## src/hdl/wsa_pkg.sv

```systemverilog
`default_nettype none
package wsa_pkg;

   localparam int unsigned MAX_CANDIDATES = 256;
   localparam int unsigned POS_W          = $clog2(MAX_CANDIDATES + 1);

   localparam int unsigned DATA_W  = 16;
   localparam int unsigned ADD_W   = DATA_W + 2;
   localparam int unsigned SCORE_W = 34;
   localparam int unsigned INDEX_W = 8;
   // quotient of 2^24/(cost+256) is at most 65536: 17 bits
   localparam int unsigned QUOT_W  = DATA_W + 1;
   localparam int unsigned STEP_W  = $clog2(QUOT_W);

   localparam logic [QUOT_W-1:0] DIV_BIAS = QUOT_W'(256);
   // dividend 2^24 shifted down past the 17 quotient positions
   localparam logic [QUOT_W-1:0] REM_INIT = QUOT_W'(128);

   localparam int unsigned CSR_IDX_W = 2;
   localparam logic [CSR_IDX_W-1:0] CSR_COST_WT  = 2'd0;
   localparam logic [CSR_IDX_W-1:0] CSR_PERF_WT  = 2'd1;
   localparam logic [CSR_IDX_W-1:0] CSR_TRUST_WT = 2'd2;

   localparam logic [DATA_W-1:0] COST_WT_RESET  = 16'd19661;
   localparam logic [DATA_W-1:0] PERF_WT_RESET  = 16'd26214;
   localparam logic [DATA_W-1:0] TRUST_WT_RESET = 16'd19661;

   typedef struct packed {
      logic load;
      logic step;
      logic top_bit;
   } wsa_ctl_type;

   typedef struct packed {
      logic [DATA_W-1:0] cost_wt;
      logic [DATA_W-1:0] perf_wt;
      logic [DATA_W-1:0] trust_wt;
   } wsa_weights_type;

endpackage
`default_nettype wire

```

## src/hdl/weighted_score_argmax_select_unit.sv

```systemverilog
`default_nettype none
// Scores one candidate per item as cost_wt*floor(2^24/(cost+256)) (capped at 65535)
// + perf_wt*success + trust_wt*trust, keeps the highest score of the run (ties keep
// the earlier candidate) and emits index, score and overflow status on the item marked last.
// Each item goes through the accept, 17 steps of the serial reciprocal divider (one
// quotient bit per cycle, fed straight into a bit-serial multiply-accumulate that forms all
// three products together) and the compare/update. req_stall is high after an accept through
// its update; on a last item the update also waits for the result register to be free,
// which holds one finished result while the next run starts. Weights may be written only
// while no item is in flight; a write to an index beyond the three registers is ignored.
module weighted_score_argmax_select_unit import wsa_pkg::*; (
   input  wire logic                 clock,
   input  wire logic                 reset,
   input  wire logic                 req_valid,
   output logic                      req_stall,
   input  wire logic [DATA_W-1:0]    req_cost_estimate,
   input  wire logic [DATA_W-1:0]    req_success_rate,
   input  wire logic [DATA_W-1:0]    req_trust_level,
   input  wire logic                 req_last_candidate,
   output logic                      rsp_valid,
   input  wire logic                 rsp_stall,
   output logic [INDEX_W-1:0]        rsp_win_index,
   output logic [SCORE_W-1:0]        rsp_best_value,
   output logic                      rsp_status,
   input  wire logic                 csr_write,
   input  wire logic [CSR_IDX_W-1:0] csr_index,
   input  wire logic [DATA_W-1:0]    csr_wdata
);

   localparam logic [1:0] ST_IDLE   = 2'd0;
   localparam logic [1:0] ST_CALC   = 2'd1;
   localparam logic [1:0] ST_UPDATE = 2'd2;

   localparam logic [STEP_W-1:0] STEP_TOP = STEP_W'(QUOT_W - 1);

   logic [1:0]        state_ff, state_in;
   logic [STEP_W-1:0] step_ff, step_in;
   logic              last_ff, last_in;
   wsa_weights_type   weights_ff, weights_in;

   wsa_ctl_type        ctl;
   logic               accept;
   logic               update;
   logic               q_bit;
   logic [SCORE_W-1:0] score;
   logic               out_free;

   assign accept      = req_valid && (state_ff == ST_IDLE);
   assign req_stall   = (state_ff != ST_IDLE);
   assign update      = (state_ff == ST_UPDATE) && (!last_ff || out_free);
   assign ctl.load    = accept;
   assign ctl.step    = (state_ff == ST_CALC);
   assign ctl.top_bit = (step_ff == STEP_TOP);

   always_comb begin
      state_in = state_ff;
      step_in  = step_ff;
      last_in  = last_ff;
      unique case (state_ff)
         ST_IDLE: begin
            if (accept) begin
               state_in = ST_CALC;
               step_in  = STEP_TOP;
               last_in  = req_last_candidate;
            end
         end
         ST_CALC: begin
            if (step_ff == '0) begin
               state_in = ST_UPDATE;
            end else begin
               step_in = step_ff - STEP_W'(1);
            end
         end
         ST_UPDATE: begin
            if (update) begin
               state_in = ST_IDLE;
            end
         end
         default: begin
            state_in = ST_IDLE;
         end
      endcase
   end

   always_comb begin
      weights_in = weights_ff;
      if (csr_write) begin
         unique case (csr_index)
            CSR_COST_WT:  weights_in.cost_wt  = csr_wdata;
            CSR_PERF_WT:  weights_in.perf_wt  = csr_wdata;
            CSR_TRUST_WT: weights_in.trust_wt = csr_wdata;
            default: begin
            end
         endcase
      end
   end

   always_ff @(posedge clock) begin
      if (reset) begin
         state_ff            <= ST_IDLE;
         weights_ff.cost_wt  <= COST_WT_RESET;
         weights_ff.perf_wt  <= PERF_WT_RESET;
         weights_ff.trust_wt <= TRUST_WT_RESET;
      end else begin
         state_ff   <= state_in;
         weights_ff <= weights_in;
      end
   end

   always_ff @(posedge clock) begin
      step_ff <= step_in;
      last_ff <= last_in;
   end

   wsa_recip u_recip (
      .clock (clock),
      .ctl   (ctl),
      .cost  (req_cost_estimate),
      .q_bit (q_bit)
   );

   wsa_mac u_mac (
      .clock   (clock),
      .ctl     (ctl),
      .weights (weights_ff),
      .q_bit   (q_bit),
      .success (req_success_rate),
      .trust   (req_trust_level),
      .score   (score)
   );

   wsa_argmax u_argmax (
      .clock          (clock),
      .reset          (reset),
      .update         (update),
      .last           (last_ff),
      .score          (score),
      .rsp_stall      (rsp_stall),
      .out_free       (out_free),
      .rsp_valid      (rsp_valid),
      .rsp_win_index  (rsp_win_index),
      .rsp_best_value (rsp_best_value),
      .rsp_status     (rsp_status)
   );

endmodule
`default_nettype wire

```

## src/hdl/wsa_recip.sv

```systemverilog
`default_nettype none
// Restoring divider, one quotient bit per step, MSB first.
module wsa_recip import wsa_pkg::*; (
   input  wire logic              clock,
   input  wire wsa_ctl_type       ctl,
   input  wire logic [DATA_W-1:0] cost,
   output logic                   q_bit
);

   logic [QUOT_W-1:0] divisor_ff, divisor_in;
   logic [QUOT_W-1:0] rem_ff, rem_in;
   logic              sat_ff, sat_in;
   logic [QUOT_W:0]   trial;
   logic [QUOT_W:0]   diff;
   logic              fits;

   assign trial = {rem_ff, 1'b0};
   assign diff  = trial - {1'b0, divisor_ff};
   assign fits  = trial >= {1'b0, divisor_ff};

   // zero cost gives exactly 65536: stream 65535 instead
   assign q_bit = sat_ff ? !ctl.top_bit : fits;

   always_comb begin
      divisor_in = divisor_ff;
      rem_in     = rem_ff;
      sat_in     = sat_ff;
      if (ctl.load) begin
         divisor_in = {1'b0, cost} + DIV_BIAS;
         rem_in     = REM_INIT;
         sat_in     = (cost == '0);
      end else if (ctl.step) begin
         rem_in = fits ? diff[QUOT_W-1:0] : trial[QUOT_W-1:0];
      end
   end

   always_ff @(posedge clock) begin
      divisor_ff <= divisor_in;
      rem_ff     <= rem_in;
      sat_ff     <= sat_in;
   end

endmodule
`default_nettype wire

```

## src/hdl/wsa_mac.sv

```systemverilog
`default_nettype none
// Bit-serial sum of three products, Horner style, multiplier bits MSB first.
module wsa_mac import wsa_pkg::*; (
   input  wire logic               clock,
   input  wire wsa_ctl_type        ctl,
   input  wire wsa_weights_type    weights,
   input  wire logic               q_bit,
   input  wire logic [DATA_W-1:0]  success,
   input  wire logic [DATA_W-1:0]  trust,
   output logic [SCORE_W-1:0]      score
);

   logic [DATA_W-1:0]  succ_sh_ff, succ_sh_in;
   logic [DATA_W-1:0]  trust_sh_ff, trust_sh_in;
   logic [SCORE_W-1:0] acc_ff, acc_in;
   logic               succ_bit, trust_bit;
   logic [ADD_W-1:0]   addend;

   // the 17th (top) quotient bit has no partner in the 16-bit rates
   assign succ_bit  = !ctl.top_bit && succ_sh_ff[DATA_W-1];
   assign trust_bit = !ctl.top_bit && trust_sh_ff[DATA_W-1];

   assign addend = {2'b00, weights.cost_wt  & {DATA_W{q_bit}}}
                 + {2'b00, weights.perf_wt  & {DATA_W{succ_bit}}}
                 + {2'b00, weights.trust_wt & {DATA_W{trust_bit}}};

   always_comb begin
      succ_sh_in  = succ_sh_ff;
      trust_sh_in = trust_sh_ff;
      acc_in      = acc_ff;
      if (ctl.load) begin
         succ_sh_in  = success;
         trust_sh_in = trust;
         acc_in      = '0;
      end else if (ctl.step) begin
         acc_in = {acc_ff[SCORE_W-2:0], 1'b0} + {{(SCORE_W - ADD_W){1'b0}}, addend};
         if (!ctl.top_bit) begin
            succ_sh_in  = {succ_sh_ff[DATA_W-2:0], 1'b0};
            trust_sh_in = {trust_sh_ff[DATA_W-2:0], 1'b0};
         end
      end
   end

   always_ff @(posedge clock) begin
      succ_sh_ff  <= succ_sh_in;
      trust_sh_ff <= trust_sh_in;
      acc_ff      <= acc_in;
   end

   assign score = acc_ff;

endmodule
`default_nettype wire

```

## src/hdl/wsa_argmax.sv

```systemverilog
`default_nettype none
// Running best of the run, plus the result register.
module wsa_argmax import wsa_pkg::*; (
   input  wire logic               clock,
   input  wire logic               reset,
   input  wire logic               update,
   input  wire logic               last,
   input  wire logic [SCORE_W-1:0] score,
   input  wire logic               rsp_stall,
   output logic                    out_free,
   output logic                    rsp_valid,
   output logic [INDEX_W-1:0]      rsp_win_index,
   output logic [SCORE_W-1:0]      rsp_best_value,
   output logic                    rsp_status
);

   localparam int unsigned IW = (POS_W > INDEX_W) ? POS_W : INDEX_W;
   localparam logic [POS_W-1:0]   POS_LIMIT = POS_W'(MAX_CANDIDATES);
   localparam logic [POS_W-1:0]   POS_LAST  = POS_W'(MAX_CANDIDATES - 1);
   localparam logic [INDEX_W-1:0] INDEX_MAX = {INDEX_W{1'b1}};

   logic [SCORE_W-1:0] top_score_ff, top_score_in;
   logic [INDEX_W-1:0] top_index_ff, top_index_in;
   logic [POS_W-1:0]   position_ff, position_in;
   logic               have_ff, have_in;
   logic               ovf_ff, ovf_in;
   logic               rsp_valid_ff, rsp_valid_in;
   logic [INDEX_W-1:0] rsp_index_ff, rsp_index_in;
   logic [SCORE_W-1:0] rsp_value_ff, rsp_value_in;
   logic               rsp_status_ff, rsp_status_in;

   logic               at_limit;
   logic [POS_W-1:0]   pos_idx;
   logic [IW-1:0]      idx_wide;
   logic [INDEX_W-1:0] idx;
   logic               take;
   logic [SCORE_W-1:0] win_score;
   logic [INDEX_W-1:0] win_index;

   assign at_limit  = position_ff >= POS_LIMIT;
   assign pos_idx   = at_limit ? POS_LAST : position_ff;
   assign idx_wide  = IW'(pos_idx);
   assign idx       = (idx_wide > IW'(INDEX_MAX)) ? INDEX_MAX : idx_wide[INDEX_W-1:0];
   // ties keep the earlier candidate
   assign take      = !have_ff || (score > top_score_ff);
   assign win_score = take ? score : top_score_ff;
   assign win_index = take ? idx : top_index_ff;

   assign out_free = !rsp_valid_ff || !rsp_stall;

   always_comb begin
      top_score_in  = top_score_ff;
      top_index_in  = top_index_ff;
      position_in   = position_ff;
      have_in       = have_ff;
      ovf_in        = ovf_ff;
      rsp_valid_in  = rsp_valid_ff && rsp_stall;
      rsp_index_in  = rsp_index_ff;
      rsp_value_in  = rsp_value_ff;
      rsp_status_in = rsp_status_ff;
      if (update) begin
         if (last) begin
            rsp_valid_in  = 1'b1;
            rsp_index_in  = win_index;
            rsp_value_in  = win_score;
            rsp_status_in = ovf_ff || at_limit;
            position_in   = '0;
            have_in       = 1'b0;
            ovf_in        = 1'b0;
         end else begin
            top_score_in = win_score;
            top_index_in = win_index;
            have_in      = 1'b1;
            ovf_in       = ovf_ff || at_limit;
            if (!at_limit) begin
               position_in = position_ff + POS_W'(1);
            end
         end
      end
   end

   always_ff @(posedge clock) begin
      if (reset) begin
         position_ff  <= '0;
         have_ff      <= 1'b0;
         ovf_ff       <= 1'b0;
         rsp_valid_ff <= 1'b0;
      end else begin
         position_ff  <= position_in;
         have_ff      <= have_in;
         ovf_ff       <= ovf_in;
         rsp_valid_ff <= rsp_valid_in;
      end
   end

   always_ff @(posedge clock) begin
      top_score_ff  <= top_score_in;
      top_index_ff  <= top_index_in;
      rsp_index_ff  <= rsp_index_in;
      rsp_value_ff  <= rsp_value_in;
      rsp_status_ff <= rsp_status_in;
   end

   assign rsp_valid      = rsp_valid_ff;
   assign rsp_win_index  = rsp_index_ff;
   assign rsp_best_value = rsp_value_ff;
   assign rsp_status     = rsp_status_ff;

endmodule
`default_nettype wire

```

## config.mk

```make
export PLATFORM = sky130hd
export DESIGN_NAME = weighted_score_argmax_select_unit
export DESIGN_NICKNAME = d
export VERILOG_FILES = /design/src/hdl/wsa_pkg.sv /design/src/hdl/weighted_score_argmax_select_unit.sv /design/src/hdl/wsa_recip.sv /design/src/hdl/wsa_mac.sv /design/src/hdl/wsa_argmax.sv
export SDC_FILE = /design/constraint.sdc
export NUM_CORES = 1
export LEC_CHECK = 0
export ABC_AREA = 1
export ABC_CLOCK_PERIOD_IN_PS = 5800
export BUFFER_PORTS_ARGS = -buffer_cell sky130_fd_sc_hd__buf_2
export CAP_MARGIN = 20
export CORE_ASPECT_RATIO = 1.2
export CORE_MARGIN = 2
export CORE_UTILIZATION = 30
export CTS_CLUSTER_DIAMETER = 80
export DETAILED_ROUTE_END_ITERATION = 10
export PLACE_DENSITY_LB_ADDON = 0.15
export SETUP_SLACK_MARGIN = 0.2
export SLEW_MARGIN = 10
export SYNTH_ARGS = -nofsm -noshare
export SYNTH_HDL_FRONTEND = slang
export SYNTH_SLANG_ARGS = --single-unit
export TNS_END_PERCENT = 100
```

## constraint.sdc

```tcl
create_clock -name clock -period 5.8 [get_ports clock]
set_clock_uncertainty 0.1 [all_clocks]
set_input_delay 1.16 -clock clock [delete_from_list [all_inputs] [get_ports clock]]
set_output_delay 1.16 -clock clock [all_outputs]
set_load 0.02 [all_outputs]
```

* Word-level counts from Yosys, hierarchy flattened
Cells that the tools add are included.
Storage, ports and cells: register bits 254, input port bits 72, word-level logic and storage cells 103
Operators by class: add/subtract/negate cells 7, order comparisons 4, eq/ne operators 11, mux-type cells 25, bitwise operators 4, reduce and logical (&&, ||, !) cells 31
Operators by type and width (count):
- 16-bit two-way mux | 6
- 16-bit AND | 3
- 34-bit by 18-bit adder with 34-bit output | 1
- 34-bit greater-than comparator | 1
- 34-bit two-way mux | 1
- 9-bit two-way mux | 3
- 18-bit by 16-bit adder with 18-bit output | 1
- 18-bit by 17-bit greater-or-equal comparator with 1-bit output | 1
- 16-bit by 16-bit adder with 17-bit output | 1
- 16-bit by 9-bit adder with 17-bit output, second input constant | 1
- 17-bit two-way mux | 1
- 17-bit subtractor | 1
- 16-bit zero test | 1
- 8-bit two-way mux | 2
- 2-bit AND reduction | 8
- 5-bit two-way mux | 2
- 5-bit case mux with 2 select lines | 1
- 9-bit by 1-bit adder with 9-bit output, second input constant | 1
- 9-bit greater-or-equal comparator, second input constant | 1
- 9-bit by 8-bit greater-than comparator with 1-bit output, second input constant | 1
- 2-bit inequality test, second input constant | 4
- 2-bit two-way mux | 3
- 2-bit case mux with 3 select lines | 1
- 3-bit AND reduction | 2
- other kinds (13) | 34

* Depth between registers and ports, before layout
Gate-level depths: netlist of run 1.
depth after elaboration 7, depth in mapped cells 45

* Cells and area by module
A second synthesis of run 1 with hierarchy kept.
Second synthesis, totals: cell total of the unflattened synthesis 1903, area, all modules 14913.1 um^2
By module, submodules not included:
- wsa_mac | times used 1, cells an instance 763, area each 5186.2 um^2, sequential area each 1641.6 um^2
- wsa_argmax | times used 1, cells an instance 478, area each 4728.3 um^2, sequential area each 2792.7 um^2
- wsa_recip | times used 1, cells an instance 407, area each 2857.7 um^2, sequential area each 880.8 um^2
- weighted_score_argmax_select_unit | times used 1, cells an instance 255, area each 2140.8 um^2, sequential area each 1181.1 um^2

* Worst setup path after synthesis of run 1
No wires, ideal clock.
path type register to register, start point register u_recip.divisor_ff[0], end point register u_mac.acc_ff[32], in the netlist u_mac.score[32], library setup time 0.109 ns, data arrival time 5.490 ns, required time 5.591 ns, setup slack 0.102 ns, stages on the path, launching flop included 38, buffers on the path 1, cells stage by stage edfxtp_1 > fa_1 > inv_1 > nand3_1 > nand3_1 > nand2_2 > nand2_4 > o21ai_4 > buf_6 > nor2_1 > ha_1 > inv_1 > fa_1 > nand3b_1 > nand2_1 > a21oi_1 > o21ai_0 > nand3_1 > (+2 left out) > ha_1 > nand2_1 > inv_1 > a21boi_0 > nand3_1 > a21oi_1 > xnor2_1 > ha_1 > nand2_1 > nor2_1 > inv_1 > nor2_1 > and3_1 > nand2_1 > nand3_1 > nand3_1 > nand2_1 > inv_1
On the way: longest elaborated chain between the ends 6
Ends and longest elaborated chain:
- from (decl) | RTL line wsa_recip.sv:10 | logic [QUOT_W-1:0] divisor_ff, divisor_in;
- from (signal assigned) | RTL line wsa_recip.sv:38 | divisor_ff <= divisor_in;
- 18-bit by 17-bit greater-or-equal comparator with 1-bit output | RTL line wsa_recip.sv:19 | assign fits = trial >= {1'b0, divisor_ff};
- 1-bit two-way mux | RTL line wsa_recip.sv:22 | assign q_bit = sat_ff ? !ctl.top_bit : fits;
- 16-bit AND | RTL line wsa_mac.sv:23 | assign addend = {2'b00, weights.cost_wt & {DATA_W{q_bit}}}
- 16-bit by 16-bit adder with 17-bit output | RTL line wsa_mac.sv:24 | + {2'b00, weights.perf_wt & {DATA_W{succ_bit}}}
- 18-bit by 16-bit adder with 18-bit output | RTL line wsa_mac.sv:25 | + {2'b00, weights.trust_wt & {DATA_W{trust_bit}}};
- 34-bit by 18-bit adder with 34-bit output | RTL line wsa_mac.sv:36 | acc_in = {acc_ff[SCORE_W-2:0], 1'b0} + {{(SCORE_W - ADD_W){1'b0}}, addend};
- to (signal assigned) | RTL line wsa_mac.sv:47 | acc_ff <= acc_in;
- to (decl) | RTL line wsa_mac.sv:15 | logic [SCORE_W-1:0] acc_ff, acc_in;
Every way passes these cells. A chain may end at the register's enable or synchronous reset.

* Worst setup path in the final report of run 1
start point register u_recip.divisor_ff[1], end point register u_mac.acc_ff[23], in the netlist u_mac.score[23]
The elaborated chain is that of the path after synthesis.

==> impl_metrics.prom, run 1 <==
# TYPE chip_impl_metric gauge
chip_impl_info{name="worst_hold_path_class",value="flop to flop"} 1
chip_impl_metric{name="first_iter_violations",unit=""} 571
chip_impl_metric{name="grt-ovfl-total",unit=""} 0
chip_impl_metric{name="drv_cap",unit=""} 0
chip_impl_metric{name="report.final.slew_viol_count",unit=""} 0
chip_impl_metric{name="ir_worst_vdd",unit="mV"} 0.2686
chip_impl_metric{name="setup_violations",unit=""} 0
chip_impl_metric{name="num_io_pins",unit=""} 117
chip_impl_info{name="rsz0062_at_grt",value="true"} 1
chip_impl_metric{name="max_slew_margin",unit=""} 0.3171
chip_impl_metric{name="p_leak",unit="nW"} 9.797
chip_impl_metric{name="max_stage_delay",unit="ns"} 0.41
chip_impl_metric{name="share_clk_of_total_power",unit=""} 0.227
chip_impl_metric{name="start_util",unit=""} 0.3035
chip_impl_metric{name="netlist_area",unit="mm^2"} 0.01562
chip_impl_metric{name="proportion_of_synthesized_chip_area_in_sequential_cells",unit=""} 0.4159
chip_impl_metric{name="final_report_hold_violation_count",unit=""} 0
chip_impl_metric{name="detail_route.wl_per_cell",unit="um"} 14.36
chip_impl_metric{name="drt_first_pass_iters",unit=""} 5
chip_impl_metric{name="post-route-util",unit=""} 0.3901
chip_impl_metric{name="clk_latency",unit="ns"} 0.60
chip_impl_metric{name="cts-htree-levels",unit=""} 1
chip_impl_metric{name="worstPathRequired",unit="ns"} 6.18
chip_impl_metric{name="num_rows",unit=""} 91
chip_impl_metric{name="grt_util_all_layers",unit=""} 0.1604
chip_impl_metric{name="ys.warnings.count",unit=""} 0
chip_impl_metric{name="detailroute.via_count",unit=""} 13830
chip_impl_metric{name="fmaxAchievable",unit="MHz"} 180.7
chip_impl_info{name="cts_root_buf",value="clkbuf_16"} 1
chip_impl_metric{name="clk_pin_slew",unit="ns"} 0.06
chip_impl_metric{name="asyncSetResetFlopFracSynth",unit=""} 0
chip_impl_metric{name="post-layout-total-power",unit="W"} 0.008113
chip_impl_metric{name="nets",unit=""} 2521
chip_impl_metric{name="ant_nets",unit=""} 0
chip_impl_info{name="run_status",value="completed"} 1
chip_impl_metric{name="synth_seq_cells",unit=""} 254
chip_impl_metric{name="clock_sink_count",unit=""} 254
chip_impl_metric{name="grt_pass1_wl",unit="um"} 69500
chip_impl_metric{name="syn-mean-instance-area",unit="um^2"} 7.481
chip_impl_metric{name="share_seq_of_total_power",unit=""} 0.292
chip_impl_metric{name="cell_internal_pwr",unit="W"} 0.004879
chip_impl_metric{name="total_detailed_routing_wirelength",unit="um"} 43920
chip_impl_metric{name="core_region_area",unit="mm^2"} 0.05146
chip_impl_metric{name="final_layout_size_suffix_gt1_frac",unit=""} 0.2351
chip_impl_metric{name="hpwl_dp",unit="um"} 32370
chip_impl_metric{name="chipHeight",unit="um"} 254.0
chip_impl_info{name="setup.worst_path.class",value="flop to flop"} 1
chip_impl_metric{name="first_global_vias",unit=""} 13640
chip_impl_info{name="cell_with_the_biggest_individual_delay_on_the_critical_path",value="edfxtp_1"} 1
chip_impl_metric{name="initial_antenna_violation_count",unit=""} 0
chip_impl_metric{name="power-per-cell-area",unit="mW/mm^2"} 404.1
chip_impl_metric{name="maximum_number_of_pins_on_one_net_before_global_route_repair",unit=""} 71
chip_impl_metric{name="cts_hold_buffers",unit=""} 0
chip_impl_metric{name="post_synth_num_cell_types",unit=""} 43
chip_impl_info{name="critPathCaptureType",value="flop"} 1
chip_impl_metric{name="critical_path.max_fanout",unit=""} 4
chip_impl_metric{name="post-route-min-period",unit="ns"} 5.535
chip_impl_info{name="synth_flop_cell",value="edfxtp_1"} 1
chip_impl_metric{name="synth_edf_count",unit=""} 141
chip_impl_metric{name="switchingPower",unit="W"} 0.003234
chip_impl_metric{name="p_sw_frac",unit=""} 0.3986
chip_impl_info{name="cts_tree",value="built"} 1
chip_impl_metric{name="die_area",unit="mm^2"} 0.05392
chip_impl_metric{name="clk_path_buf_depth",unit=""} 3
chip_impl_metric{name="timing_worst_slew_pin_value",unit="ns"} 1.020
chip_impl_metric{name="gp_congestion",unit=""} 0.8670
chip_impl_metric{name="io_buffer_count",unit=""} 116
chip_impl_metric{name="hold_slack",unit="ns"} 0.3539
chip_impl_metric{name="cts_buffers",unit=""} 31
chip_impl_metric{name="timing.hold.worst_path_depth",unit=""} 2
chip_impl_metric{name="fin_crit_sh",unit=""} 0.9544
chip_impl_metric{name="worst-endpoint-arrival",unit="ns"} 5.91
chip_impl_metric{name="drcViolationCount",unit=""} 0
chip_impl_metric{name="filler_cell_count",unit=""} 5443
chip_impl_metric{name="length_in_cells_of_the_worst_reg_to_reg_path",unit=""} 37
chip_impl_metric{name="synth_nets",unit=""} 2272
chip_impl_metric{name="syn_to_final_growth",unit="%"} 28.51
chip_impl_metric{name="floorplan.die.width",unit="um"} 212.3
chip_impl_metric{name="detail_route.vias_per_cell",unit=""} 4.521
chip_impl_metric{name="proportion_of_power_drawn_by_combinational_gates",unit=""} 0.481
chip_impl_info{name="startpoint_type",value="flop"} 1
chip_impl_metric{name="instance_count_of_the_mapped_netlist",unit=""} 2088
[state kept, by name (all words and copies together) (netlist names), 9 cells and up]
name and flops:
u_mac.trust_sh_ff 16, u_recip.rem_ff 17, weights_ff 48, u_argmax.position_ff 9
u_argmax.rsp_best_value 34, u_recip.divisor_ff 17, u_argmax.top_score_ff 34, u_mac.succ_sh_ff 16
u_mac.score 34
[worst max-delay path: cells and delay by family (launching register included)]
family / cells / cell delay, ns
and+or+nand+nor: 18 / 1.70
adders and majority gates: 5 / 1.48
AOI/OAI and AO/OA: 6 / 0.84
buffers and inverters: 6 / 0.54
DFF: 1 / 0.41
xor gates and xnor gates: 2 / 0.32
[logic make-up (layout without fill, tap and decap cells)]
kind of cell	after synthesis	count (layout)	share of synthesized area
AND/OR/NAND/NOR	996	996	0.2652
buffers and inverters	408	681	0.1023
AO/OA/AOI/OAI	263	263	0.09419
flip-flops	254	254	0.4159
adder cells (fa/ha/maj)	112	112	0.09163
XOR/XNOR	55	55	0.03084
other	0	1	0
[synth_stat cells (2+ instances only)]
master    count  area, um^2
xor2_1       33       289.0
inv_2         2       7.510
nor2_1      155       581.8
nand4_1      17       106.4
o211ai_1     23       172.7
buf_2         4       20.02
o21ai_1       2       10.01
nor4_1        5       31.28
a21oi_1     116       580.6
edfxtp_1    141        4234
buf_4         4       30.03
o21bai_1     22       165.2
nand3_1     155       775.7
nor3_1       20       100.1
ha_1        108        1351
nor3_2        2       20.02
nand2_4       3       33.78
xnor2_1      22       192.7
or2_2         6       37.54
dfxtp_1     113        2262
nand2_1     612        2297
buf_6         6       67.56
fa_1          4       80.08
o21ai_0      87       435.4
a21boi_0      3       22.52
nand2_2       2       12.51
and2_1        2       12.51
nand3b_1     12       90.09
clkbuf_1     39       146.4
inv_1       350        1314
a21o_1        6       45.04
[power groups by stage]
stage	sequential, W	combinational [W]	clock [W]
6_report	0.00237	0.00390	0.00184
5_1_grt	0.00240	0.00435	0.00198
4_1_cts	0.00236	0.00338	0.00191
3_5_place_dp	0.00239	0.00317	0
3_3_place_gp	0.00239	0.00315	0
2_1_floorplan	0.00231	0.00206	0
[path summary, 6_finish.rpt]
kind	startpoint	endpoint	slack (ns)
setup / recovery	u_recip.divisor_ff[1]	u_mac.score[23]	0.26
hold / removal	weights_ff[40]	weights_ff[40]	0.35
setup reg to reg	u_recip.divisor_ff[1]	u_mac.score[23]	0.26
hold reg to reg	weights_ff[40]	weights_ff[40]	0.35
[cell type report]
| class | count | area (um^2) | share of cell area |
|---|---|---|---|
| clock inverters | 18 | 140.1 | 0.006981 |
| inverters | 353 | 1330 | 0.06626 |
| flip-flops and latches | 254 | 6497 | 0.3237 |
| well taps | 697 | 872.1 | 0.04344 |
| diodes | 1 | 2.502 | 0.0001247 |
| repair buffers | 271 | 1797 | 0.08950 |
| clock buffers | 39 | 815.8 | 0.04064 |
| multi-input cells | 1426 | 8620 | 0.4294 |
[layer usage]
metal,up-vias,global-route usage,routed length [um]
met3,61,0.01730,1162
li1,7193,-,-
met4,0,0.04096,1043
met5,-,0,0
met2,176,0.2999,22480
met1,6400,0.1944,19230
[per-stage QoR]
step           setup slack, ns  std cells  setup TNS, ns  cell area, um^2
2_1_floorplan           0.2098       2088              0            15620
3_3_place_gp           -0.1742       2972         -1.716            17770
3_5_place_dp           -0.1817       2972         -2.048            17770
4_1_cts                 0.2030       3039              0            19170
5_1_grt               -0.09786       3058        -0.9518            20070
6_report                0.2646       3059              0            20070
[placed cells by master, fill, tap and decap left out, types with 4 or more instances in the layout]
| cell | n |
|---|---|
| a21oi_1 | 91 |
| xor2_1 | 28 |
| o21bai_1 | 22 |
| clkbuf_1 | 7 |
| o211ai_1 | 23 |
| inv_1 | 318 |
| nor3_2 | 7 |
| a21oi_4 | 5 |
| buf_4 | 142 |
| buf_6 | 12 |
| edfxtp_1 | 141 |
| nor2_2 | 11 |
| ha_1 | 80 |
| nand3b_1 | 12 |
| o21ai_2 | 5 |
| xor2_2 | 4 |
| nor3_1 | 14 |
| nand2_1 | 544 |
| nand3_1 | 139 |
| o21ai_1 | 9 |
| nor2_1 | 130 |
| xnor2_1 | 19 |
| nand2_2 | 58 |
| dfxtp_1 | 112 |
| clkinv_2 | 5 |
| inv_2 | 32 |
| o21ai_0 | 74 |
| nand4_1 | 17 |
| a21o_1 | 6 |
| clkinv_1 | 7 |
| nor2_4 | 15 |
| buf_2 | 116 |
| nand2_4 | 14 |
| ha_4 | 26 |
| clkbuf_16 | 31 |
| nand3_2 | 15 |
| a21oi_2 | 20 |
| or2_2 | 4 |
| nor4_1 | 5 |
[timing repair]
item	CTS	global route
setup endpoints to repair	22	25
setup buffers	10	19
hold endpoints to repair	0	0
pin swaps	38	117
resized for setup	94	191
(Power assumes the default switching activity.)
==> inputs of run 2 (changes only) <==
--- a/config.mk
+++ b/config.mk
@@ -11,7 +11,7 @@
 export CAP_MARGIN = 20
 export CORE_ASPECT_RATIO = 1.2
 export CORE_MARGIN = 2
-export CORE_UTILIZATION = 30
+export CORE_UTILIZATION = 25
 export CTS_CLUSTER_DIAMETER = 80
 export DETAILED_ROUTE_END_ITERATION = 10
 export PLACE_DENSITY_LB_ADDON = 0.15
==> run 2 against run 1 <==
Net effect: die area increased by 20%; largest cell class unchanged; largest power group unchanged; worst setup slack got worse by 0.021 ns; critical path type unchanged; global-route usage decreased by 1.3 points; sequential cell count unchanged; critical endpoint is now u_mac.score[29].
==> impl_metrics.prom, run 2 (synthesized netlist as in run 1, its figures left out) <==
# TYPE chip_impl_metric gauge
chip_impl_info{name="run_status",value="completed"} 1
chip_impl_info{name="top_register",value="weights_ff"} 1
chip_impl_metric{name="ant_nets",unit=""} 0
chip_impl_info{name="cts_tree",value="built"} 1
chip_impl_metric{name="max_slew_margin",unit=""} 0.4434
chip_impl_metric{name="worst-endpoint-arrival",unit="ns"} 5.91
chip_impl_metric{name="initial_antenna_violation_count",unit=""} 0
chip_impl_metric{name="num_rows",unit=""} 100
chip_impl_metric{name="clk_latency",unit="ns"} 0.55
chip_impl_metric{name="detailroute.via_count",unit=""} 13940
chip_impl_metric{name="placement.setup.worst_slack",unit="ns"} -0.2841
chip_impl_info{name="r2r_end",value="u_mac.score[29]"} 1
chip_impl_metric{name="share_clk_of_total_power",unit=""} 0.250
chip_impl_metric{name="report.final.slew_viol_count",unit=""} 0
chip_impl_metric{name="timing_worst_slew_pin_value",unit="ns"} 0.8338
chip_impl_metric{name="drv_cap",unit=""} 0
chip_impl_metric{name="power-per-cell-area",unit="mW/mm^2"} 422.1
chip_impl_info{name="startpoint_type",value="flop"} 1
chip_impl_metric{name="total_detailed_routing_wirelength",unit="um"} 47480
chip_impl_metric{name="setup_violations",unit=""} 0
chip_impl_metric{name="critical_path.max_fanout",unit=""} 3
chip_impl_info{name="worst_hold_startpoint",value="weights_ff[4]"} 1
chip_impl_metric{name="cts_hold_buffers",unit=""} 0
chip_impl_metric{name="largest_register_ff_count",unit=""} 48
chip_impl_metric{name="num_antenna_cells",unit=""} 0
chip_impl_metric{name="floorplan.die.width",unit="um"} 232.2
chip_impl_metric{name="final_layout_size_suffix_gt1_frac",unit=""} 0.2492
chip_impl_info{name="hold_path_end",value="weights_ff[4]"} 1
chip_impl_metric{name="core_region_area",unit="mm^2"} 0.06193
chip_impl_metric{name="timing.hold.worst_path_depth",unit=""} 2
chip_impl_info{name="rsz0062_at_grt",value="true"} 1
chip_impl_metric{name="setup.reg_to_reg.worst_slack",unit="ns"} 0.24
chip_impl_metric{name="max_stage_delay",unit="ns"} 0.39
chip_impl_metric{name="place.detailed.instances",unit=""} 3105
chip_impl_metric{name="fin_crit_sh",unit=""} 0.9580
chip_impl_metric{name="p_leak",unit="nW"} 9.955
chip_impl_info{name="layout.cells.most_common_list",value="542 x nand2_1, 318 x inv_1, 150 x buf_4, 141 x nand3_1, 141 x edfxtp_1"} 1
chip_impl_metric{name="proportion_of_power_drawn_by_combinational_gates",unit=""} 0.478
chip_impl_metric{name="cts_buffers",unit=""} 35
chip_impl_info{name="busiest_layer",value="met2"} 1
chip_impl_info{name="worst_path_dominant_cell_family",value="simple AND/OR/NAND/NOR gates"} 1
chip_impl_info{name="setup.worst_path.class",value="flop to flop"} 1
chip_impl_metric{name="worstPathRequired",unit="ns"} 6.15
chip_impl_metric{name="final_report_hold_violation_count",unit=""} 0
chip_impl_metric{name="maximum_number_of_pins_on_one_net_before_global_route_repair",unit=""} 72
chip_impl_info{name="critPathCaptureType",value="flop"} 1
chip_impl_metric{name="hpwl_dp",unit="um"} 34470
chip_impl_metric{name="detail_route.vias_per_cell",unit=""} 4.366
chip_impl_metric{name="drcViolationCount",unit=""} 0
chip_impl_metric{name="switchingPower",unit="W"} 0.003417
chip_impl_metric{name="detail_route.wl_per_cell",unit="um"} 14.87
chip_impl_metric{name="use_met2",unit=""} 0.2808
chip_impl_metric{name="post-route-min-period",unit="ns"} 5.557
chip_impl_metric{name="setup_slack",unit="ns"} 0.2434
chip_impl_metric{name="grt_pass1_wl",unit="um"} 76040
chip_impl_metric{name="grt.met3_usage",unit=""} 0.02190
chip_impl_metric{name="setup-tns-final",unit="ns"} 0
chip_impl_metric{name="grt-ovfl-total",unit=""} 0
chip_impl_metric{name="grtUsageMet1",unit=""} 0.1669
chip_impl_metric{name="post-layout-total-power",unit="W"} 0.008693
chip_impl_metric{name="clk_pin_slew",unit="ns"} 0.06
chip_impl_metric{name="first_iter_violations",unit=""} 552
chip_impl_metric{name="start_util",unit=""} 0.2522
chip_impl_metric{name="die_area",unit="mm^2"} 0.06451
chip_impl_info{name="worst_hold_path_class",value="flop to flop"} 1
chip_impl_metric{name="chipHeight",unit="um"} 277.8
chip_impl_metric{name="syn_to_final_growth",unit="%"} 31.84
chip_impl_metric{name="num_io_pins",unit=""} 117
chip_impl_metric{name="nets",unit=""} 2533
chip_impl_info{name="mostFrequentLayoutCell",value="nand2_1"} 1
chip_impl_metric{name="fmaxAchievable",unit="MHz"} 180.0
chip_impl_metric{name="io_buffer_count",unit=""} 116
chip_impl_metric{name="first_global_vias",unit=""} 14330
chip_impl_metric{name="ir_worst_vdd",unit="mV"} 0.1914
chip_impl_metric{name="clock_sink_count",unit=""} 254
chip_impl_metric{name="cts-htree-levels",unit=""} 2
chip_impl_metric{name="critPathBufInv",unit=""} 5
chip_impl_metric{name="drt_first_pass_iters",unit=""} 5
chip_impl_metric{name="fin_cells",unit=""} 3192
chip_impl_metric{name="cell_internal_pwr",unit="W"} 0.005276
chip_impl_info{name="cts_root_buf",value="clkbuf_16"} 1
chip_impl_info{name="cell_with_the_biggest_individual_delay_on_the_critical_path",value="edfxtp_1"} 1
chip_impl_info{name="ff_to_ff_start",value="u_recip.divisor_ff[1]"} 1
chip_impl_metric{name="share_seq_of_total_power",unit=""} 0.272
chip_impl_metric{name="gp_congestion",unit=""} 0.8917
chip_impl_metric{name="length_in_cells_of_the_worst_reg_to_reg_path",unit=""} 36
chip_impl_metric{name="p_sw_frac",unit=""} 0.3930
chip_impl_metric{name="clk_path_buf_depth",unit=""} 3
chip_impl_metric{name="grt_util_all_layers",unit=""} 0.1474
chip_impl_info{name="worst_path_most_repeated_cell",value="nand2_2"} 1
## run 2: cell types whose count changed in the layout (fill, tap and decap cells not counted), moves of 6 or more
cell       delta
buf_4         +8
nor2_2        +8
a21oi_1       -7
a21oi_2       +6
clkbuf_16     +6
ha_1          -6
## run 2: area by class of cell
cell class / instances / area (um^2)
fillers: 6597 / 41340
flip-flops and latches: 254 / 6497
repair buffers: 279 / 1899
clock buffers: 48 / 1017
clock inverters: 16 / 132.6
inverters: 353 / 1325
multi-input cells: 1426 / 8702
well taps: 816 / 1021
## run 2: worst max-delay path by stage
| stage | start | endpoint | slack, ns | cells past startpoint |
|---|---|---|---|---|
| 2_1_floorplan | u_recip.divisor_ff[0] | u_mac.score[32] | 0.21 | 37 |
| 3_3_place_gp | u_recip.divisor_ff[7] | u_mac.score[32] | -0.26 | 40 |
| 3_5_place_dp | u_recip.divisor_ff[5] | u_mac.score[32] | -0.28 | 40 |
| 4_1_cts | u_recip.divisor_ff[1] | u_mac.score[33] | 0.18 | 40 |
| 5_1_grt | u_recip.rem_ff[15] | u_mac.score[29] | -0.12 | 37 |
| 6_report | u_recip.divisor_ff[1] | u_mac.score[29] | 0.24 | 36 |
## run 2: metal layers
layer	part of all wire	vias up
li1	-	7228
met1	0.42	6485
met4	0.025	0
met5	0	-
met2	0.53	153
met3	0.028	69
## run 2: power groups by stage
stage,clock (W),sequential (W),combinational (W)
3_5_place_dp,0,0.00238,0.00328
4_1_cts,0.00227,0.00236,0.00358
5_1_grt,0.00232,0.00240,0.00464
3_3_place_gp,0,0.00238,0.00327
6_report,0.00217,0.00237,0.00415
2_1_floorplan,0,0.00231,0.00206
## run 2: worst reg2reg max path, delay by kind of cell, from the launching register on
| family | cells | cell delay (ns) |
|---|---|---|
| fa+ha+maj | 5 | 1.45 |
| simple gates | 17 | 1.73 |
| xor+xnor | 2 | 0.40 |
| buf+inv | 5 | 0.35 |
| compound gates | 7 | 1.07 |
| flops | 1 | 0.39 |
## run 2: through the flow
stage / utilization / hold WS [ns] / instance area [um^2]
6_report: 0.3325 / 0.3532 / 20590
4_1_cts: 0.3183 / 0.3577 / 19710
3_5_place_dp: 0.2912 / 0.3479 / 18030
2_1_floorplan: - / 0.3300 / 15620
5_1_grt: 0.3325 / 0.3728 / 20590
3_3_place_gp: 0.2912 / 0.3427 / 18030
## run 2: repair_timing
action                                  in CTS  in global routing
setup buffers                                5                 16
pin swaps                                   60                107
endpoints found under the setup margin      24                 26
gates resized for setup                    131                173
==> inputs of run 3 (changes only) <==
--- a/config.mk
+++ b/config.mk
@@ -5,17 +5,15 @@
 export SDC_FILE = /design/constraint.sdc
 export NUM_CORES = 1
 export LEC_CHECK = 0
-export ABC_AREA = 1
 export ABC_CLOCK_PERIOD_IN_PS = 5800
 export BUFFER_PORTS_ARGS = -buffer_cell sky130_fd_sc_hd__buf_2
 export CAP_MARGIN = 20
 export CORE_ASPECT_RATIO = 1.2
 export CORE_MARGIN = 2
-export CORE_UTILIZATION = 25
+export CORE_UTILIZATION = 40
 export CTS_CLUSTER_DIAMETER = 80
 export DETAILED_ROUTE_END_ITERATION = 10
 export PLACE_DENSITY_LB_ADDON = 0.15
-export SETUP_SLACK_MARGIN = 0.2
 export SLEW_MARGIN = 10
 export SYNTH_ARGS = -nofsm -noshare
 export SYNTH_HDL_FRONTEND = slang
==> run 3 against run 2 <==
Net effect: the run now ends with setup timing left; non-clock buffer count grew 51; fmax shrank 14%; sequential share of layout area grew 3.0 points; synthesized cell count shrank 27%; critical path type unchanged; critical endpoint is now u_mac.score[31]; largest power group unchanged.
==> impl_metrics.prom, run 3 <==
# TYPE chip_impl_metric gauge
chip_impl_metric{name="fin_cells",unit=""} 2323
chip_impl_metric{name="clk_path_buf_depth",unit=""} 3
chip_impl_metric{name="filler_cell_count",unit=""} 3366
chip_impl_metric{name="clock_sink_count",unit=""} 254
chip_impl_metric{name="grt_util_all_layers",unit=""} 0.1975
chip_impl_metric{name="nets",unit=""} 2018
chip_impl_metric{name="first_global_vias",unit=""} 12040
chip_impl_metric{name="num_io_pins",unit=""} 117
chip_impl_info{name="synth_area_leaders",value="edfxtp_1 29%, dfxtp_1 16%, ha_1 9.3%"} 1
chip_impl_info{name="worst_hold_path_class",value="flop to flop"} 1
chip_impl_metric{name="syn_to_final_growth",unit="%"} 30.16
chip_impl_metric{name="max_stage_delay",unit="ns"} 0.38
chip_impl_metric{name="ant_nets",unit=""} 0
chip_impl_metric{name="hpwl_dp",unit="um"} 26220
chip_impl_info{name="failed_checks",value="setup timing"} 1
chip_impl_metric{name="proportion_of_synthesized_chip_area_in_sequential_cells",unit=""} 0.4492
chip_impl_metric{name="detailroute.via_count",unit=""} 12070
chip_impl_info{name="run_status",value="complete, but fails checks"} 1
chip_impl_metric{name="instance_count_of_the_mapped_netlist",unit=""} 1530
chip_impl_info{name="cts_tree",value="built"} 1
chip_impl_metric{name="setup_slack",unit="ns"} -0.6505
chip_impl_metric{name="clk_pin_slew",unit="ns"} 0.06
chip_impl_metric{name="maximum_number_of_pins_on_one_net_before_global_route_repair",unit=""} 71
chip_impl_info{name="ys_top_cells_by_count",value="266 x nand2_1, 141 x edfxtp_1, 115 x a21oi_1"} 1
chip_impl_metric{name="worst-endpoint-arrival",unit="ns"} 6.82
chip_impl_metric{name="chipHeight",unit="um"} 212.3
chip_impl_metric{name="place.detailed.instances",unit=""} 2246
chip_impl_metric{name="drv_cap",unit=""} 0
chip_impl_metric{name="max_slew_margin",unit=""} 0.3620
chip_impl_metric{name="report.final.slew_viol_count",unit=""} 0
chip_impl_metric{name="setup.reg_to_reg.worst_slack",unit="ns"} -0.65
chip_impl_metric{name="floorplan.die.width",unit="um"} 177.6
chip_impl_metric{name="critical_path.max_fanout",unit=""} 6
chip_impl_metric{name="placement.setup.worst_slack",unit="ns"} -0.8276
chip_impl_metric{name="ys.warnings.count",unit=""} 0
chip_impl_metric{name="detail_route.wl_per_cell",unit="um"} 15.91
chip_impl_info{name="cts_root_buf",value="clkbuf_16"} 1
chip_impl_metric{name="final_report_hold_violation_count",unit=""} 0
chip_impl_metric{name="num_antenna_cells",unit=""} 0
chip_impl_metric{name="netlist_area",unit="mm^2"} 0.01446
chip_impl_info{name="top_register",value="weights_ff"} 1
chip_impl_metric{name="cts_buffers",unit=""} 27
chip_impl_metric{name="timing_worst_slew_pin_value",unit="ns"} 0.9570
chip_impl_info{name="startpoint_type",value="flop"} 1
chip_impl_metric{name="fmaxAchievable",unit="MHz"} 155.0
chip_impl_metric{name="post-route-min-period",unit="ns"} 6.451
chip_impl_metric{name="setup_violations",unit=""} 23
chip_impl_metric{name="grt-ovfl-total",unit=""} 0
chip_impl_metric{name="timing.hold.worst_path_depth",unit=""} 2
chip_impl_metric{name="fin_crit_sh",unit=""} 1.112
chip_impl_metric{name="clk_latency",unit="ns"} 0.57
chip_impl_info{name="critPathCaptureType",value="flop"} 1
chip_impl_info{name="synth_flop_cell",value="edfxtp_1"} 1
chip_impl_metric{name="num_rows",unit=""} 76
chip_impl_metric{name="drcViolationCount",unit=""} 0
chip_impl_metric{name="drt_first_pass_iters",unit=""} 5
chip_impl_metric{name="cts-htree-levels",unit=""} 1
chip_impl_metric{name="io_buffer_count",unit=""} 116
chip_impl_metric{name="ir_worst_vdd",unit="mV"} 0.2062
chip_impl_metric{name="power-per-cell-area",unit="mW/mm^2"} 384.1
chip_impl_metric{name="asyncSetResetFlopFracSynth",unit=""} 0
chip_impl_metric{name="post-route-util",unit=""} 0.5265
chip_impl_metric{name="grt_pass1_wl",unit="um"} 60240
chip_impl_info{name="layout.cells.most_common_list",value="259 x nand2_1, 194 x buf_4, 141 x edfxtp_1, 116 x buf_2, 113 x dfxtp_1"} 1
chip_impl_info{name="mostFrequentLayoutCell",value="nand2_1"} 1
chip_impl_metric{name="start_util",unit=""} 0.4045
chip_impl_metric{name="synth_seq_cells",unit=""} 254
chip_impl_info{name="rsz0062_at_grt",value="true"} 1
chip_impl_metric{name="first_iter_violations",unit=""} 658
chip_impl_metric{name="post_synth_num_cell_types",unit=""} 74
chip_impl_info{name="post-synth-top-area-cell",value="edfxtp_1"} 1
chip_impl_metric{name="syn-mean-instance-area",unit="um^2"} 9.453
chip_impl_info{name="yosysMostFrequentCell",value="nand2_1"} 1
chip_impl_info{name="cell_with_the_biggest_individual_delay_on_the_critical_path",value="edfxtp_1"} 1
chip_impl_metric{name="largest_register_ff_count",unit=""} 48
chip_impl_metric{name="length_in_cells_of_the_worst_reg_to_reg_path",unit=""} 35
chip_impl_metric{name="initial_antenna_violation_count",unit=""} 0
chip_impl_metric{name="synth_nets",unit=""} 1714
chip_impl_metric{name="gp_congestion",unit=""} 0.8527
chip_impl_metric{name="cts_hold_buffers",unit=""} 0
chip_impl_metric{name="worstPathRequired",unit="ns"} 6.17
chip_impl_metric{name="detail_route.vias_per_cell",unit=""} 5.196
chip_impl_metric{name="total_detailed_routing_wirelength",unit="um"} 36950
chip_impl_metric{name="p_leak",unit="nW"} 8.261
chip_impl_info{name="setup.worst_path.class",value="flop to flop"} 1
chip_impl_metric{name="synth_top_area_frac",unit=""} 0.2928
chip_impl_metric{name="die_area",unit="mm^2"} 0.03770
chip_impl_metric{name="final_layout_size_suffix_gt1_frac",unit=""} 0.2981
chip_impl_metric{name="synth_edf_count",unit=""} 141
chip_impl_metric{name="core_region_area",unit="mm^2"} 0.03575
==> run 3: changes by cell type after synthesis, moves of 17 or more <==
| cell | delta |
|---|---|
| and2_1 | +50 |
| nand3_1 | -123 |
| and3_1 | +19 |
| nor2_1 | -84 |
| mux2i_1 | +18 |
| a31oi_1 | +17 |
| xnor2_1 | +23 |
| nand2_1 | -346 |
| inv_1 | -256 |
| o21ai_0 | -22 |
| mux2_2 | +31 |
| a21o_1 | +23 |
==> run 3: critical path, delay by kind of cell, from the launching register on <==
| family | cells | cell delay [ns] |
|---|---|---|
| simple gates | 9 | 1.10 |
| xor+xnor | 2 | 0.26 |
| compound gates | 17 | 3.09 |
| flops | 1 | 0.38 |
| fa+ha+maj | 5 | 1.27 |
| buf+inv | 2 | 0.12 |
==> run 3: metal layers <==
metal  track usage  part of all wire  vias to the layer above
met5             0                 0                        -
met4       0.08253             0.036                        0
met3       0.02575             0.036                       62
met2        0.3484              0.50                      205
met1        0.2411              0.43                     5759
li1              -                 -                     6044
==> run 3: report_power, final <==
part / internal (W) / switching (W) / total [W]
Sequential: 0.00211 / 0.000174 / 0.00228
Combinational: 0.00166 / 0.00156 / 0.00322
Clock: 0.000986 / 0.000743 / 0.00173
==> run 3: cells by family (layout without fill, tap and decap cells) <==
| group | count (synthesis) | in the layout | synth area share |
|---|---|---|---|
| compound gates | 323 | 324 | 0.1418 |
| flops | 254 | 254 | 0.4492 |
| xor+xnor | 67 | 67 | 0.04057 |
| fa+ha+maj | 112 | 112 | 0.09897 |
| simple gates | 572 | 572 | 0.1884 |
| mux | 51 | 51 | 0.03815 |
| buf+inv | 151 | 475 | 0.04291 |
==> run 3: path summary, 6_finish.rpt <==
| path | start | endpoint |
|---|---|---|
| hold reg to reg | weights_ff[27] | weights_ff[27] |
| setup reg to reg | u_recip.divisor_ff[11] | u_mac.score[31] |
| setup / recovery | u_recip.divisor_ff[11] | u_mac.score[31] |
| hold / removal | weights_ff[27] | weights_ff[27] |
==> run 3: what timing repair did <==
| action | CTS | global route |
|---|---|---|
| setup endpoints to repair | 24 | 27 |
| pin swaps | 60 | 83 |
| gates resized for setup | 69 | 81 |
| cloned | 1 | 0 |
| setup buffers | 12 | 18 |
==> run 3: layout make-up <==
type / instances / area [um^2] / area share
Inverter: 95 / 356.6 / 0.01894
Clock buffer: 42 / 792.0 / 0.04207
Tap cell: 468 / 585.6 / 0.03111
Timing Repair Buffer: 330 / 2296 / 0.1220
Sequential cell: 254 / 6496 / 0.3451
Multi-Input combinational cell: 1126 / 8213 / 0.4363
Clock inverter: 8 / 85.08 / 0.004520
==> run 3: per-stage QoR <==
step / hold WS (ns) / setup TNS [ns] / cell area (um^2) / total power [W]
floorplan: 0.3289 / -7.295 / 14650 / 0.003885
global placement: 0.3376 / -13.74 / 16990 / 0.004939
detailed placement: 0.3433 / -15.40 / 16990 / 0.004974
CTS: 0.3523 / -11.75 / 18260 / 0.006971
global route: 0.3711 / -20.22 / 18820 / 0.007685
finish: 0.3506 / -12.00 / 18820 / 0.007231
